<file path="src/hw/rtl/sorted_insert_list_top_assert.svh">
// ----------------------------------------------------------------------------
// sorted insert list assertion macros
// shared concurrent check forms, clocked on i_clk, off while in reset
// ----------------------------------------------------------------------------
`ifndef SORTED_INSERT_LIST_TOP_ASSERT_SVH
`define SORTED_INSERT_LIST_TOP_ASSERT_SVH

// condition must hold at the same edge as the trigger
`define SIL_ASSERT_NOW(lbl, ante, cons, msg) \
    lbl: assert property (@(posedge i_clk) disable iff (!i_rst_n) (ante) |-> (cons)) \
        else $error(msg);

// condition must hold at the edge after the trigger
`define SIL_ASSERT_NEXT(lbl, ante, cons, msg) \
    lbl: assert property (@(posedge i_clk) disable iff (!i_rst_n) (ante) |=> (cons)) \
        else $error(msg);

`endif

</file>
<file path="src/hw/rtl/sil_pkg.sv">
// ----------------------------------------------------------------------------
// sil_pkg
// shared widths, defaults and operation codes of the sorted insert list
// ----------------------------------------------------------------------------
`default_nettype none

package sil_pkg;

    localparam int CAPACITY_DEF = 64;
    localparam int DATA_W       = 32;
    localparam int IDX_W        = 6;
    localparam int COUNT_OUT_W  = 7;
    localparam int OP_W         = 2;

    // value, index, zero fill to whole bytes
    localparam int IN_TDATA_W   = 40;
    // read_value, count, full_res
    localparam int OUT_TDATA_W  = 40;

    typedef enum logic [OP_W-1:0] {
        OP_INSERT = 2'd0,
        OP_READ   = 2'd1,
        OP_CLEAR  = 2'd2
    } t_op;

endpackage

`default_nettype wire

</file>
<file path="src/hw/rtl/sil_ram.sv">
// ----------------------------------------------------------------------------
// sil_ram
// simple dual port ram, one write and one registered read per cycle
// ----------------------------------------------------------------------------
`default_nettype none

module sil_ram #(
    parameter int WIDTH  = sil_pkg::DATA_W,
    parameter int DEPTH  = sil_pkg::CAPACITY_DEF,
    parameter int ADDR_W = (DEPTH > 1) ? $clog2(DEPTH) : 1
) (
    input  wire logic              i_clk,
    input  wire logic              i_we,
    input  wire logic [ADDR_W-1:0] i_waddr,
    input  wire logic [WIDTH-1:0]  i_wdata,
    input  wire logic [ADDR_W-1:0] i_raddr,
    output logic      [WIDTH-1:0]  o_rdata
);

    logic [WIDTH-1:0] r_mem [DEPTH];

    always_ff @(posedge i_clk) begin
        if (i_we) begin
            r_mem[i_waddr] <= i_wdata;
        end
        o_rdata <= r_mem[i_raddr];
    end

endmodule

`default_nettype wire

</file>
<file path="src/hw/rtl/sorted_insert_list_top.sv">
// ----------------------------------------------------------------------------
// sorted_insert_list_top
// ascending list of signed 32-bit values with insert, indexed read and clear
// ----------------------------------------------------------------------------
// usage:
//   one command beat in on the s side (tuser = operation, tdata = value and
//   index), exactly one result beat out on the m side (tuser = accepted,
//   tdata = read value, count, full flag).
//   an insert walks down from the top of the list with one shared signed
//   comparator: each stored entry compared costs a ram read, then a compare
//   and a move up one slot if greater; the walk ends at the first entry not
//   greater or at the bottom of the list (an empty list skips it), then the
//   value is written and the result posted. a read costs a ram read and the
//   capture of the registered ram data; clear, a refused insert, an out of
//   range read and an unused opcode go straight to posting the result.
//   one command is worked at a time and s_tready is low while it runs.
//   a finished result sits in the output register; a new command is taken
//   while it waits, and that command's result holds until m_tready frees
//   the register.
//   reset empties the list at once (count to zero); ram contents are left
//   as they are and are only read below the count.
// ----------------------------------------------------------------------------
`default_nettype none

module sorted_insert_list_top #(
    parameter int CAPACITY = sil_pkg::CAPACITY_DEF
) (
    input  wire logic                             i_clk,
    input  wire logic                             i_rst_n,
    input  wire logic                             i_s_tvalid,
    output logic                                  o_s_tready,
    // value[31:0], index[37:32], zero[39:38]
    input  wire logic [sil_pkg::IN_TDATA_W-1:0]   i_s_tdata,
    // operation[1:0]
    input  wire logic [sil_pkg::OP_W-1:0]         i_s_tuser,
    output logic                                  o_m_tvalid,
    input  wire logic                             i_m_tready,
    // read_value[31:0], count[38:32], full_res[39]
    output logic      [sil_pkg::OUT_TDATA_W-1:0]  o_m_tdata,
    // accepted[0]
    output logic      [0:0]                       o_m_tuser
);

    localparam int ADDR_W = (CAPACITY > 1) ? $clog2(CAPACITY) : 1;
    localparam int CNT_W  = $clog2(CAPACITY + 1);
    localparam int DW     = sil_pkg::DATA_W;
    localparam int IW     = sil_pkg::IDX_W;
    localparam int COW    = sil_pkg::COUNT_OUT_W;

    typedef enum logic [2:0] {
        S_IDLE,
        S_RD,
        S_CMP,
        S_PUT,
        S_DONE
    } t_state;

    t_state                r_state;
    sil_pkg::t_op          r_op;
    logic signed [DW-1:0]  r_val;
    logic [ADDR_W-1:0]     r_idx;
    logic [ADDR_W-1:0]     r_pos;
    logic [CNT_W-1:0]      r_count;
    logic                  r_res_acc;
    logic [DW-1:0]         r_res_rd;
    logic                  r_out_valid;
    logic                  r_out_acc;
    logic [DW-1:0]         r_out_rd;
    logic [COW-1:0]        r_out_count;
    logic                  r_out_full;

    logic                  s_beat;
    sil_pkg::t_op          in_op;
    logic [DW-1:0]         in_val;
    logic [IW-1:0]         in_idx;
    logic [IW+ADDR_W-1:0]  idx_ext;
    logic [IW+CNT_W-1:0]   idx_cmp;
    logic [IW+CNT_W-1:0]   cnt_cmp;
    logic [CNT_W+COW-1:0]  cnt_ext;
    logic [CNT_W+ADDR_W-1:0] cnt_addr;
    logic [CNT_W+ADDR_W-1:0] pos_ext;
    logic                  list_full;
    logic                  out_free;
    logic                  ins_on_full;
    logic                  refused_ok;
    logic                  walk_in_range;

    logic                  ram_we;
    logic [ADDR_W-1:0]     ram_waddr;
    logic [DW-1:0]         ram_wdata;
    logic [ADDR_W-1:0]     ram_raddr;
    logic [DW-1:0]         ram_rdata;
    logic                  entry_gt;

    assign o_s_tready = (r_state == S_IDLE);
    assign s_beat     = i_s_tvalid && o_s_tready;
    assign in_op      = sil_pkg::t_op'(i_s_tuser);
    assign in_val     = i_s_tdata[DW-1:0];
    assign in_idx     = i_s_tdata[DW+IW-1:DW];

    assign idx_ext    = {{ADDR_W{1'b0}}, in_idx};
    assign idx_cmp    = {{CNT_W{1'b0}}, in_idx};
    assign cnt_cmp    = {{IW{1'b0}}, r_count};
    assign cnt_ext    = {{COW{1'b0}}, r_count};
    assign cnt_addr   = {{ADDR_W{1'b0}}, r_count};
    assign pos_ext    = {{CNT_W{1'b0}}, r_pos};
    assign list_full  = (r_count == CNT_W'(CAPACITY));
    assign out_free   = !r_out_valid || i_m_tready;

    assign ins_on_full   = s_beat && (in_op == sil_pkg::OP_INSERT) && list_full;
    assign refused_ok    = (r_state == S_DONE) && !r_res_acc && list_full;
    assign walk_in_range = (r_pos != '0) && (pos_ext <= cnt_addr);

    // the one comparator shared by every step of the walk
    assign entry_gt   = ($signed(ram_rdata) > r_val);

    always_comb begin
        ram_we    = 1'b0;
        ram_waddr = r_pos;
        ram_wdata = r_val;
        ram_raddr = (r_op == sil_pkg::OP_READ) ? r_idx : r_pos - ADDR_W'(1);
        case (r_state)
            S_CMP: begin
                if (r_op == sil_pkg::OP_INSERT && entry_gt) begin
                    ram_we    = 1'b1;
                    ram_wdata = ram_rdata;
                end
            end
            S_PUT: begin
                ram_we = 1'b1;
            end
            default: begin
                ram_we = 1'b0;
            end
        endcase
    end

    sil_ram #(
        .WIDTH (DW),
        .DEPTH (CAPACITY),
        .ADDR_W(ADDR_W)
    ) u_ram (
        .i_clk  (i_clk),
        .i_we   (ram_we),
        .i_waddr(ram_waddr),
        .i_wdata(ram_wdata),
        .i_raddr(ram_raddr),
        .o_rdata(ram_rdata)
    );

    always_ff @(posedge i_clk) begin
        if (!i_rst_n) begin
            r_state     <= S_IDLE;
            r_count     <= '0;
            r_out_valid <= 1'b0;
        end else begin
            // in S_DONE the output register is reloaded instead
            if (r_out_valid && i_m_tready && r_state != S_DONE) begin
                r_out_valid <= 1'b0;
            end
            case (r_state)
                S_IDLE: begin
                    if (s_beat) begin
                        r_op      <= in_op;
                        r_val     <= $signed(in_val);
                        r_idx     <= idx_ext[ADDR_W-1:0];
                        r_res_acc <= (in_op == sil_pkg::OP_CLEAR);
                        r_res_rd  <= '0;
                        case (in_op)
                            sil_pkg::OP_INSERT: begin
                                r_pos <= cnt_addr[ADDR_W-1:0];
                                if (list_full) begin
                                    r_state <= S_DONE;
                                end else if (r_count == '0) begin
                                    r_state <= S_PUT;
                                end else begin
                                    r_state <= S_RD;
                                end
                            end
                            sil_pkg::OP_READ: begin
                                r_state <= (idx_cmp < cnt_cmp) ? S_RD : S_DONE;
                            end
                            sil_pkg::OP_CLEAR: begin
                                r_count   <= '0;
                                r_state   <= S_DONE;
                            end
                            default: begin
                                r_state <= S_DONE;
                            end
                        endcase
                    end
                end
                S_RD: begin
                    r_state <= S_CMP;
                end
                S_CMP: begin
                    if (r_op == sil_pkg::OP_READ) begin
                        r_res_acc <= 1'b1;
                        r_res_rd  <= ram_rdata;
                        r_state   <= S_DONE;
                    end else if (entry_gt) begin
                        // entry moved up one slot, keep walking down
                        r_pos   <= r_pos - ADDR_W'(1);
                        r_state <= (r_pos == ADDR_W'(1)) ? S_PUT : S_RD;
                    end else begin
                        r_state <= S_PUT;
                    end
                end
                S_PUT: begin
                    r_count   <= r_count + CNT_W'(1);
                    r_res_acc <= 1'b1;
                    r_state   <= S_DONE;
                end
                S_DONE: begin
                    if (out_free) begin
                        r_out_valid <= 1'b1;
                        r_out_acc   <= r_res_acc;
                        r_out_rd    <= r_res_rd;
                        r_out_count <= cnt_ext[COW-1:0];
                        r_out_full  <= list_full;
                        r_state     <= S_IDLE;
                    end
                end
                default: begin
                    r_state <= S_IDLE;
                end
            endcase
        end
    end

    assign o_m_tvalid = r_out_valid;
    assign o_m_tuser  = r_out_acc;
    assign o_m_tdata  = {r_out_full, r_out_count, r_out_rd};

    `include "sorted_insert_list_top_assert.svh"

    `SIL_ASSERT_NOW(a_count_bound, 1'b1, r_count <= CNT_W'(CAPACITY), "count above capacity")
    `SIL_ASSERT_NEXT(a_full_refused, ins_on_full, refused_ok, "full insert not refused")
    `SIL_ASSERT_NOW(a_walk_pos, (r_state == S_RD || r_state == S_CMP) && r_op == sil_pkg::OP_INSERT, walk_in_range, "walk out of range")
    `SIL_ASSERT_NEXT(a_put_count, r_state == S_PUT, r_count == $past(r_count) + CNT_W'(1), "no raise")

endmodule

`default_nettype wire

</file>
<file path="config.mk">
export PLATFORM = sky130hd
export DESIGN_NAME = sorted_insert_list_top
export DESIGN_NICKNAME = d
export VERILOG_FILES = /design/src/hw/rtl/sil_pkg.sv /design/src/hw/rtl/sil_ram.sv /design/src/hw/rtl/sorted_insert_list_top.sv
export VERILOG_INCLUDE_DIRS = /design/src /design/src/hw/rtl
export SDC_FILE = /design/constraint.sdc
export NUM_CORES = 2
export LEC_CHECK = 0
export ABC_AREA = 0
export ABC_CLOCK_PERIOD_IN_PS = 11050
export BUFFER_PORTS_ARGS = -buffer_cell sky130_fd_sc_hd__buf_2
export CORE_MARGIN = 2
export CORE_UTILIZATION = 35
export DETAILED_ROUTE_END_ITERATION = 16
export SLEW_MARGIN = 20
export SYNTH_ARGS = -nofsm -noshare
export SYNTH_HDL_FRONTEND = slang
export SYNTH_SLANG_ARGS = --single-unit
</file>
<file path="constraint.sdc">
create_clock -name i_clk -period 11.05 [get_ports i_clk]
set_clock_uncertainty 0.2 [all_clocks]
set_input_delay 0 -clock i_clk [delete_from_list [all_inputs] [get_ports i_clk]]
set_output_delay 0 -clock i_clk [all_outputs]
set_load 0.01 [all_outputs]
</file>
==> impl_metrics.tcl <==
set metrics [dict create \
    wirelength_mm 219.3 \
    ys_types 71 \
    cp.buffers_inverters 2 \
    root_buffer "clkbuf_16" \
    async_flop_share 0 \
    antenna_found_initial 15 \
    rrSetupSlack_ns 5.42 \
    grt_overflow 0 \
    clk_pin_slew_worst_paths_ns 0.07 \
    r2r_cells 8 \
    max_slew.worst_pin.slew_ns 1.214 \
    report.power.total_w 0.01887 \
    min_period_ns 5.630 \
    ys_ff_latch 2211 \
    switchingPower_w 0.004518 \
    internal_power_w 0.01435 \
    first_iter_violations 5092 \
    ioPinCount 89 \
    grt_max_degree 124 \
    setup_viol 0 \
    path_max_fanout 44 \
    endpoint_kind "register" \
    clock-sinks 2211 \
    clockBufferDepth 3 \
    criticalPathCategory "reg2reg" \
    netlist_area_um2 85050 \
    critPathSlowestCell "a21o_4" \
    h-tree-depth 4 \
    first_pass_iters 6 \
    hold_class "in2reg" \
    ys_seq_area_frac 0.7756 \
    drt.antenna.violating_nets 0 \
    outcome "complete, no violations" \
    grt_pass1_vias 41870 \
    start_kind "register" \
    p_per_area_nw_per_um2 192.6 \
    routed_via_density 5.439 \
    worstHoldPathCells 4 \
    syn_nets 4042 \
    fp.dieArea_um2 247000 \
    numPortBuffers 86 \
    place_congestion 0.8951 \
    wl_per_cell_um 28.66 \
    dpl.cell_count 7150 \
    synth_cells 3955 \
    rsz0062_at_grt "false" \
    finalInstanceArea_um2 97950 \
    fin_setup_tns_ns 0 \
    avgSynthCellArea_um2 21.50 \
    rows 180 \
    syn_to_final_growth_pct 15.17 \
    slowest_delay_ns 0.88 \
    p_leak_nw 30.78 \
    dp_hpwl_mm 115.9 \
    vias 41600 \
    cap_viol_max_count 0 \
    dieWidth_um 496.9 \
    synth_edf_count 2168 \
    worstHoldEndpoint "r_out_rd[16]" \
    worstReg2RegEnd "u_ram.o_rdata[20]" \
    arrival_ns 6.23 \
    numCtsBuffers 215 \
    die_h_um 496.9 \
    pwr-share-seq 0.509 \
    ir_worst_vdd_mv 0.1733 \
    crit_top_cell "buf_4" \
    p_clk_frac 0.384 \
    core_um2 241000 \
    hold_start "i_rst_n" \
    placed_area_um2 90020 \
    final_hold_viol_count 0 \
    path_cells "or3_1 > xor2_2 > a21o_4 > buf_4 > buf_4 > mux2i_1 > a32oi_1 > and4_1" \
    ctsResizeCount 0 \
    period_share 0.5095 \
    timing.fmax_ghz 0.1776 \
    insertion_delay_ns 0.87 \
    fin_cells 7649 \
    tritoncts "built" \
    required_ns 11.65 \
    layout-drive-gt1-share 0.2601 \
    grtUsageTotal 0.1745 \
    yosys_most_used_dff "edfxtp_1" \
    combPwrFrac 0.107 \
    max-slew-margin-rel 0.1908 \
    swShare 0.2394 \
    grt_first_pass_wirelength_mm 310.1 \
    drv_slew 0 \
    cts_setup_buffers 0 \
    cp_top_family "compound AO/OA/AOI/OAI gates" \
    nets 4360 \
    rr_startpoint "r_pos[2]" \
    cts_hold_buf 88 \
    start_util 0.3529 \
    drcViolationCount 0 \
    yosysWarnings 0 \
]
[worst register-to-register path: cells and delay by family, from the launching register on]
kind / cells / cell delay, ns
buffers and inverters: 2 / 1.23
AO/OA/AOI/OAI: 2 / 1.76
AND/OR/NAND/NOR: 2 / 1.07
flip-flops: 1 / 0.56
multiplexers: 1 / 0.19
XOR/XNOR: 1 / 0.57
[power by group through the flow]
stage / logic (W) / registers [W] / clock network, W
finish: 0.00202 / 0.00961 / 0.00724
global route: 0.00215 / 0.00961 / 0.00769
CTS: 0.00203 / 0.00960 / 0.00736
detailed placement: 0.00200 / 0.00977 / 0
global placement: 0.00197 / 0.00977 / 0
floorplan: 0.00125 / 0.00971 / 0
[cell usage after synthesis, types with 2 or more instances]
cell type  number  area, um2
a211oi_1        6      45.04
a21boi_0        3      22.52
a21o_1          9      67.56
a21oi_1        21      105.1
a221oi_1        2      17.52
a31oi_1         7      43.79
a32oi_1       126       1104
and3_1         31      193.9
and4_1         32      280.3
buf_1          12      45.04
buf_2         110      550.5
buf_4           6      45.04
buf_6           2      22.52
clkbuf_1       88      330.3
clkbuf_4        2      15.01
dfxtp_1        43      860.8
edfxtp_1     2168      65100
ha_1           41      513.0
inv_1          45      168.9
mux2_1          8      90.09
mux2_2         28      315.3
mux2i_1       132       1321
mux4_2        500      11260
nand2_1       308       1156
nand2b_1        4      25.02
nand3_1        20      100.1
nand3b_1        5      37.54
nand4_1        15      93.84
nor2_1         31      116.4
nor2b_1         4      25.02
nor3_1         71      355.3
nor3_2          3      30.03
nor3b_1         6      45.04
nor4_1          2      12.51
o2111ai_1       3      26.28
o211a_1         2      20.02
o21ai_0        14      70.07
or3_1           6      37.54
or3b_2          2      17.52
xnor2_1         6      52.55
[worst max path at each step]
stage / from / end / slack, ns / cells after the start
after floorplan: r_val[7] / u_ram.r_mem[1][0] / 6.12 / 10
after global placement: r_op[1] / u_ram.o_rdata[25] / 5.47 / 8
after detailed placement: r_op[1] / u_ram.o_rdata[25] / 5.46 / 8
after CTS: r_op[1] / u_ram.o_rdata[25] / 5.43 / 8
after global routing: r_op[1] / u_ram.o_rdata[25] / 5.23 / 8
final: r_pos[2] / u_ram.o_rdata[20] / 5.42 / 8
[per-stage QoR]
| step | hold WS [ns] | setup WS [ns] | util |
|---|---|---|---|
| final | 0.07984 | 5.420 | 0.4065 |
| after global routing | 0.06385 | 5.228 | 0.4064 |
| after CTS | 0.01004 | 5.434 | 0.4061 |
| after detailed placement | -0.02191 | 5.461 | 0.3736 |
| after global placement | -0.02057 | 5.473 | 0.3736 |
| after floorplan | -0.1011 | 6.117 | - |
[logic make-up after synthesis]
group / count (synthesis) / share of synthesized area
and+or+nand+nor: 547 / 0.03048
buffers and inverters: 266 / 0.01389
adders and majority gates: 41 / 0.006032
AOI/OAI and AO/OA: 213 / 0.02023
DFF: 2211 / 0.7756
xor gates and xnor gates: 8 / 0.0009122
muxes: 669 / 0.1529
[flip-flops by register name (all words and copies together) (netlist names), 6 cells and up]
signal,count
r_out_rd,32
r_out_count,7
u_ram.o_rdata,32
r_val,32
u_ram.r_mem,2048
r_count,7
r_idx,6
r_res_rd,32
r_pos,6
[routing by layer]
| layer | routed length (um) | global-route usage | share of wire | vias to the layer above |
|---|---|---|---|---|
| met5 | 13 | 0 | 0.000059 | - |
| met4 | 6702 | 0.05470 | 0.031 | 2 |
| met3 | 18160 | 0.03284 | 0.083 | 314 |
| met2 | 105400 | 0.2843 | 0.48 | 1783 |
| met1 | 88980 | 0.2374 | 0.41 | 22310 |
| li1 | - | - | - | 17200 |
[cells in the final DEF, fill, tap and decap left out, types with 43 or more instances in the layout]
| cell type | instances |
|---|---|
| edfxtp_1 | 2168 |
| mux4_2 | 500 |
| nand2_1 | 308 |
| clkbuf_16 | 217 |
| buf_4 | 140 |
| mux2i_1 | 131 |
| a32oi_1 | 126 |
| dlygate4sd3_1 | 88 |
| buf_2 | 86 |
| nor3_2 | 64 |
| clkinv_1 | 58 |
| inv_1 | 45 |
| clkbuf_1 | 45 |
| dfxtp_1 | 43 |
[final cells by class]
type	count	area (um2)
diodes	12	30.03
clock buffers	264	5627
clock inverters	132	1330
fillers	21060	143000
inverters	46	172.7
multi-input cells	1478	18330
flip-flops and latches	2211	65960
well taps	3185	3985
repair buffers	321	2517
(Power assumes the default switching activity.)
